### config.mk
export PLATFORM = sky130hd
export DESIGN_NAME = ckm_ctrl
export DESIGN_NICKNAME = d
export VERILOG_FILES = /design/src/hw/rtl/client_key_id_map_defines.svh /design/src/hw/rtl/ckm_pkg.sv /design/src/hw/rtl/ckm_ctrl.sv
export SDC_FILE = /design/constraint.sdc
export NUM_CORES = 1
export LEC_CHECK = 0
export ABC_CLOCK_PERIOD_IN_PS = 900
export BUFFER_PORTS_ARGS = -buffer_cell sky130_fd_sc_hd__buf_4
export CAP_MARGIN = 20
export CORE_AREA = 3 3 40 42
export DETAILED_ROUTE_END_ITERATION = 12
export DIE_AREA = 0 0 43 45
export PLACE_DENSITY_LB_ADDON = 0.25
export SKIP_CTS_REPAIR_TIMING = 1
export SYNTH_ARGS = -nofsm -noshare
export SYNTH_HDL_FRONTEND = slang
export SYNTH_SLANG_ARGS = --single-unit
export TNS_END_PERCENT = 5
### constraint.sdc
create_clock -name clk -period 0.9 [get_ports clk]
set_input_delay 0.045 -clock clk [delete_from_list [all_inputs] [get_ports clk]]
set_output_delay 0.045 -clock clk [all_outputs]
set_load 0.01 [all_outputs]
### src/hw/rtl/client_key_id_map_defines.svh
// ----------------------------------------------------------------------------
// client_key_id_map_defines: assertion macros included by ckm_datapath, the one user among the rtl files
// ----------------------------------------------------------------------------
`ifndef CLIENT_KEY_ID_MAP_DEFINES_SVH
`define CLIENT_KEY_ID_MAP_DEFINES_SVH

// same-cycle implication, checked outside reset
`define CKM_ASSERT_NOW(lbl, ante, cons, msg) \
    lbl: assert property (@(posedge clk) disable iff (!rst_n) (ante) |-> (cons)) \
        else $error(msg);

// next-cycle implication, checked outside reset
`define CKM_ASSERT_NEXT(lbl, ante, cons, msg) \
    lbl: assert property (@(posedge clk) disable iff (!rst_n) (ante) |=> (cons)) \
        else $error(msg);

`endif

### src/hw/rtl/ckm_pkg.sv
`timescale 1ns / 1ps
// ----------------------------------------------------------------------------
// ckm_pkg: shared types and constants for the key-to-slot map
// transaction payloads, controller states, command and status groups
// ----------------------------------------------------------------------------
package ckm_pkg;

    localparam int unsigned SLOT_COUNT   = 64;
    localparam int unsigned SLOT_W       = $clog2(SLOT_COUNT);
    localparam int unsigned CNT_W        = $clog2(SLOT_COUNT + 1);
    localparam int unsigned SLOT_FIELD_W = 6;
    localparam int unsigned KEY_HALF_W   = 64;

    typedef logic [SLOT_W-1:0] slot_idx_t;
    typedef logic [CNT_W-1:0]  slot_cnt_t;

    typedef struct packed {
        logic [SLOT_FIELD_W-1:0] hint_slot;
        logic [KEY_HALF_W-1:0]   fsid_high;
        logic [KEY_HALF_W-1:0]   fsid_low;
        logic [KEY_HALF_W-1:0]   global_key;
    } req_t;

    typedef struct packed {
        logic [SLOT_FIELD_W-1:0] slot;
        logic                    was_present;
        logic                    reused_first;
    } rsp_t;

    typedef struct packed {
        logic [KEY_HALF_W-1:0] fsid_high;
        logic [KEY_HALF_W-1:0] fsid_low;
        logic [KEY_HALF_W-1:0] global_key;
    } key_t;

    typedef enum logic [2:0] {
        ST_IDLE,
        ST_HINT,
        ST_HCMP,
        ST_SCAN,
        ST_ALLOC,
        ST_DONE
    } state_t;

    // controller to datapath
    typedef struct packed {
        logic capture;
        logic addr_one;
        logic addr_inc;
        logic hit_take;
        logic alloc;
        logic load_out;
    } ctrl_cmd_t;

    // datapath to controller
    typedef struct packed {
        logic hint_ok;
        logic hit;
        logic last_zero;
        logic at_last;
        logic out_free;
    } dp_stat_t;

endpackage

### src/hw/rtl/ckm_ctrl.sv
`timescale 1ns / 1ps
// ----------------------------------------------------------------------------
// ckm_ctrl: sequencer for hint check, slot scan and allocation
// drives the datapath through a command group, reads back its status
// ----------------------------------------------------------------------------
module ckm_ctrl (
    input  logic               clk,
    input  logic               rst_n,
    input  logic               in_valid,
    output logic               in_ready,
    input  ckm_pkg::dp_stat_t  stat,
    output ckm_pkg::ctrl_cmd_t cmd
);
    import ckm_pkg::*;

    state_t state_reg;
    state_t state_next;

    always_ff @(posedge clk or negedge rst_n)
    begin
        if (!rst_n)
        begin
            state_reg <= ST_IDLE;
        end
        else
        begin
            state_reg <= state_next;
        end
    end

    always_comb
    begin
        state_next = state_reg;
        cmd        = '0;
        in_ready   = 1'b0;
        unique case (state_reg)
            ST_IDLE:
            begin
                in_ready = 1'b1;
                if (in_valid)
                begin
                    cmd.capture = 1'b1;
                    state_next  = ST_HINT;
                end
            end
            // hint word is being read, queue slot 1 behind it
            ST_HINT:
            begin
                cmd.addr_one = 1'b1;
                state_next   = ST_HCMP;
            end
            ST_HCMP:
            begin
                if (stat.hint_ok && stat.hit)
                begin
                    cmd.hit_take = 1'b1;
                    state_next   = ST_DONE;
                end
                else if (stat.last_zero)
                begin
                    state_next = ST_ALLOC;
                end
                else
                begin
                    cmd.addr_inc = 1'b1;
                    state_next   = ST_SCAN;
                end
            end
            ST_SCAN:
            begin
                if (stat.hit)
                begin
                    cmd.hit_take = 1'b1;
                    state_next   = ST_DONE;
                end
                else if (stat.at_last)
                begin
                    state_next = ST_ALLOC;
                end
                else
                begin
                    cmd.addr_inc = 1'b1;
                end
            end
            ST_ALLOC:
            begin
                cmd.alloc  = 1'b1;
                state_next = ST_DONE;
            end
            ST_DONE:
            begin
                if (stat.out_free)
                begin
                    cmd.load_out = 1'b1;
                    state_next   = ST_IDLE;
                end
            end
            default:
            begin
                state_next = ST_IDLE;
            end
        endcase
    end

endmodule
# After elaboration in Yosys (flattened, before gate mapping)
# Index checks and enable logic that the tools add are counted.
# Widths: inputs -> output; s select.
# totals
elab_cells,33
inputBits,8
out_inout_bits,7
ff_bits,3
# op_classes
muxes,21
n_reduce_logical,3
eq_ne,8
# op_table
op,n
$mux 3,6
$pmux 3 s6,1
$mux 1,13
$eq 3x2->1 const B,2
$eq 3x3->1 const B,2
$ne 2x2->1 const B,2
$pmux 2 s2,1
$eq 3x1->1 const B,1
$logic_not 3->1,1
$ne 3x3->1 const B,1
$reduce_and 3->1,1
$logic_and 1x1->1,1

# Depth between registers and ports, before layout
# depth
ltp_word,3
depth_mapped,4
depth_no_buf,3

# Least setup slack after synthesis
# No wires, ideal clock.
# synth_path
kind,reg-to-reg
startpoint,register state_reg[0]
endpoint,register state_reg[0]
required_time_ns,0.763
setup_ns,0.137
t_arrival_ns,1.003
slack_ns,-0.240
path_stages_with_launch,4
synth_period_minus_slack_ns,1.140
n_path_buf,0
cell_sequence,dfrtp_1 -> nor3_1 -> a32o_1 -> a311oi_2
# synth_via
elab_chain_len,3
elab_cells_between_ends,11
classes_between,eq/ne (8); mux (1); reduce/logical (2)
# synth_lines
element,line_no,rtl
"start, declared",ckm_ctrl.sv:16,state_t state_reg;
"start signal, assigned",ckm_ctrl.sv:27,state_reg <= state_next;
$eq 3x2->1 (tied with other cells),ckm_ctrl.sv:36,unique case (state_reg)
$ne 3x3->1 (no line) / $ne 2x2->1 (equally long branches),--,
$reduce_and 3->1 (no line),--,
# Parallel ways exist; a longest one is shown, timed or not.
# A chain may end at the register's enable or synchronous reset.

==> run metrics <==
die area=slightly below 2000 um^2; CTS Buf Count=3; Layout area overhead=91.2%; Leak=0.236 nW; PortBufs=14; commonest non-fill, non-tap cell in the layout=buf_4; CTS sink cnt=3; Pre-Repair DR Iteration Count=2; RSZ-0062 raised after global routing=true; Setup crit end kind=output pin; maximum root-to-sink buffer count=2; CTS Root Cell=clkbuf_4; crit path time final=1.30 ns; MaxCap Viol Count=0; register area share after synthesis=approximately 29%; post-synthesis instance total=31; Hold Crit Class=input pin to async pin; filler instances=about 160; drt wl/cell=roughly 11 um; Worst EP arrival=1.25 ns; share of post-route cells with drive strength above 1=about three fifths; final period utilization=144%; top post-synthesis cells by area=dfrtp_1 (29%), a311oi_2 (5.9%), and4b_2 (4.4%); Vias/cell=between 4 and 5; slowest stage delay, CP=0.43 ns; vias in the first global route=306; DP HPWL=around 560 um; syn nets=39; Slowest cell on crit path=dfrtp_2; final setup skew=approximately 0.0016 ns; FF/Latch Area=77.6 um^2; Skew-Pair Late Insertion Delay=around 0.23 ns; TritonCTS clock tree=built; critical path data required time=between 0.8 and 0.9 ns; Netlist Area Pre-Place=between 200 and 300 um^2; clk slew on worst S/H paths=approximately 0.04 ns; initial DRC count=7; WL final=around 760 um; worst vdd ir=approximately 0.0011 V; Die X=approximately 43 um; Inserted Diodes=0; Global Route met2 Usage=about an eighth; global route overflow=0; Slew HR=~85%; Max Freq=just under 0.8 GHz; met3 Usage GRT=between 3 and 4%; first-pass GRT wire length=roughly 1100 um; critical path class=register to output pin; met1 Resource Use GR=around 7.8%; Area after DPL=414 um^2; fin area=approximately 490 um^2; crit path max fanout=9; Hold Vio Cnt, Final=0; Core Area=roughly 1300 um^2; endpoints failing setup=10; Final Max Tran Viols=0; Startpoint Class=register; total track usage=approximately 8.2%; measured slew at the worst slew-check pin=approximately 0.22 ns; routability cong.=~0.76; H-tree depth=1; Core Util, Final=a little under two fifths; Routed Antenna Nets=0; Pwr per Cell Area=3060 nW/um^2; DRC errors left=0; Synth top area share=slightly below 30%; max FFs per register=3; flip-flop and latch count after synthesis=3; Yosys cell types=21; Synth warnings=0; Setup WS post-layout=-0.398 ns; worst-path cell chain=buf_6, a21o_2, nor2b_1, buf_4; Boundary Pins=15; status=finished with violations; pin count of the biggest net entering global routing=10; Yosys top cell by area=dfrtp_1; multi-input logic area=~170 um^2; row count=13; initial antenna violation count=0; violated checks=negative setup slack; Die Ht=~45 um; Mean Syn Cell Area=roughly 8.3 um^2; nets=65; GRT busiest layer=met2; effective utilization at floorplan=between 10% and 20%; via count=approximately 320
[through the flow]
stage | cells | power, mW | setup slack, ns | TNS [ns] | hold WS, ns
final | 71 | 1.50 | -0.398 | -2.64 | 0.138
after global routing | 71 | 1.62 | -0.431 | -3.12 | 0.144
after CTS | 68 | 1.36 | -0.478 | -3.12 | -0.417
after detailed placement | 64 | 1.10 | -0.208 | -1.24 | -0.164
after global placement | 64 | 1.11 | -0.213 | -1.29 | -0.164
after floorplan | 31 | 0.774 | -0.129 | -0.296 | -0.251
[cells in the mapped netlist, drive strengths merged]
master	number
dfrtp	3
inv	3
nand2	3
nor2	3
a21oi	2
buf	2
nor3	2
o21ai	2
a211oi	1
a21o	1
a22oi	1
a311oi	1
a32o	1
and2	1
and4b	1
nor2b	1
nor3b	1
o2111a	1
o22ai	1
[logic make-up (layout without fill, tap and decap cells)]
group	Yosys count	in the layout	share of synthesized area [%]
AO/OA/AOI/OAI	11	11	35.1
buffers and inverters	5	30	10.7
flip-flops	3	3	29.3
AND/OR/NAND/NOR	12	12	24.9
[routing by layer]
layer	wire length (um)	vias up	share of wire, %
met2	372	11	49
met1	302	139	40
li1	-	163	-
met4	17	0	2.3
met3	62	2	8.2
met5	0	-	0
[final cells by class]
| type | instances | area share, % |
|---|---|---|
| Clock buffer | 4 | 5.36 |
| Inverter | 3 | 2.30 |
| Multi-Input combinational cell | 23 | 34.7 |
| Sequential cell | 3 | 15.8 |
| Tap cell | 15 | 3.83 |
| Timing Repair Buffer | 23 | 38.0 |
[worst max-delay path, delay by kind of cell, from the launching register on]
family	cells	cell delay [ns]
AND/OR/NAND/NOR	1	0.13
buffers and inverters	2	0.29
flip-flops	1	0.43
AO/OA/AOI/OAI	1	0.19
[path summary, 6_finish.rpt]
check                      slack, ns           end         start  cells after the start
min in group clk                0.14  state_reg[2]       stat[0]                      4
hold reg to reg                 0.64  state_reg[1]  state_reg[2]                      2
setup reg to reg               -0.17  state_reg[0]  state_reg[0]                      4
setup / recovery               -0.40        cmd[3]  state_reg[0]                      4
max in group asynchronous       0.66  state_reg[1]         rst_n                      2
hold / removal                  0.14  state_reg[2]         rst_n                      2
[where the power goes]
part	leakage [nW]	internal (mW)	switching, mW	total (mW)
clock	0.0150	0.166	0.0717	0.238
sequential	0.0347	0.210	0.120	0.330
combinational	0.186	0.535	0.396	0.931
No activity file was read; power rests on OpenSTA's default activity.
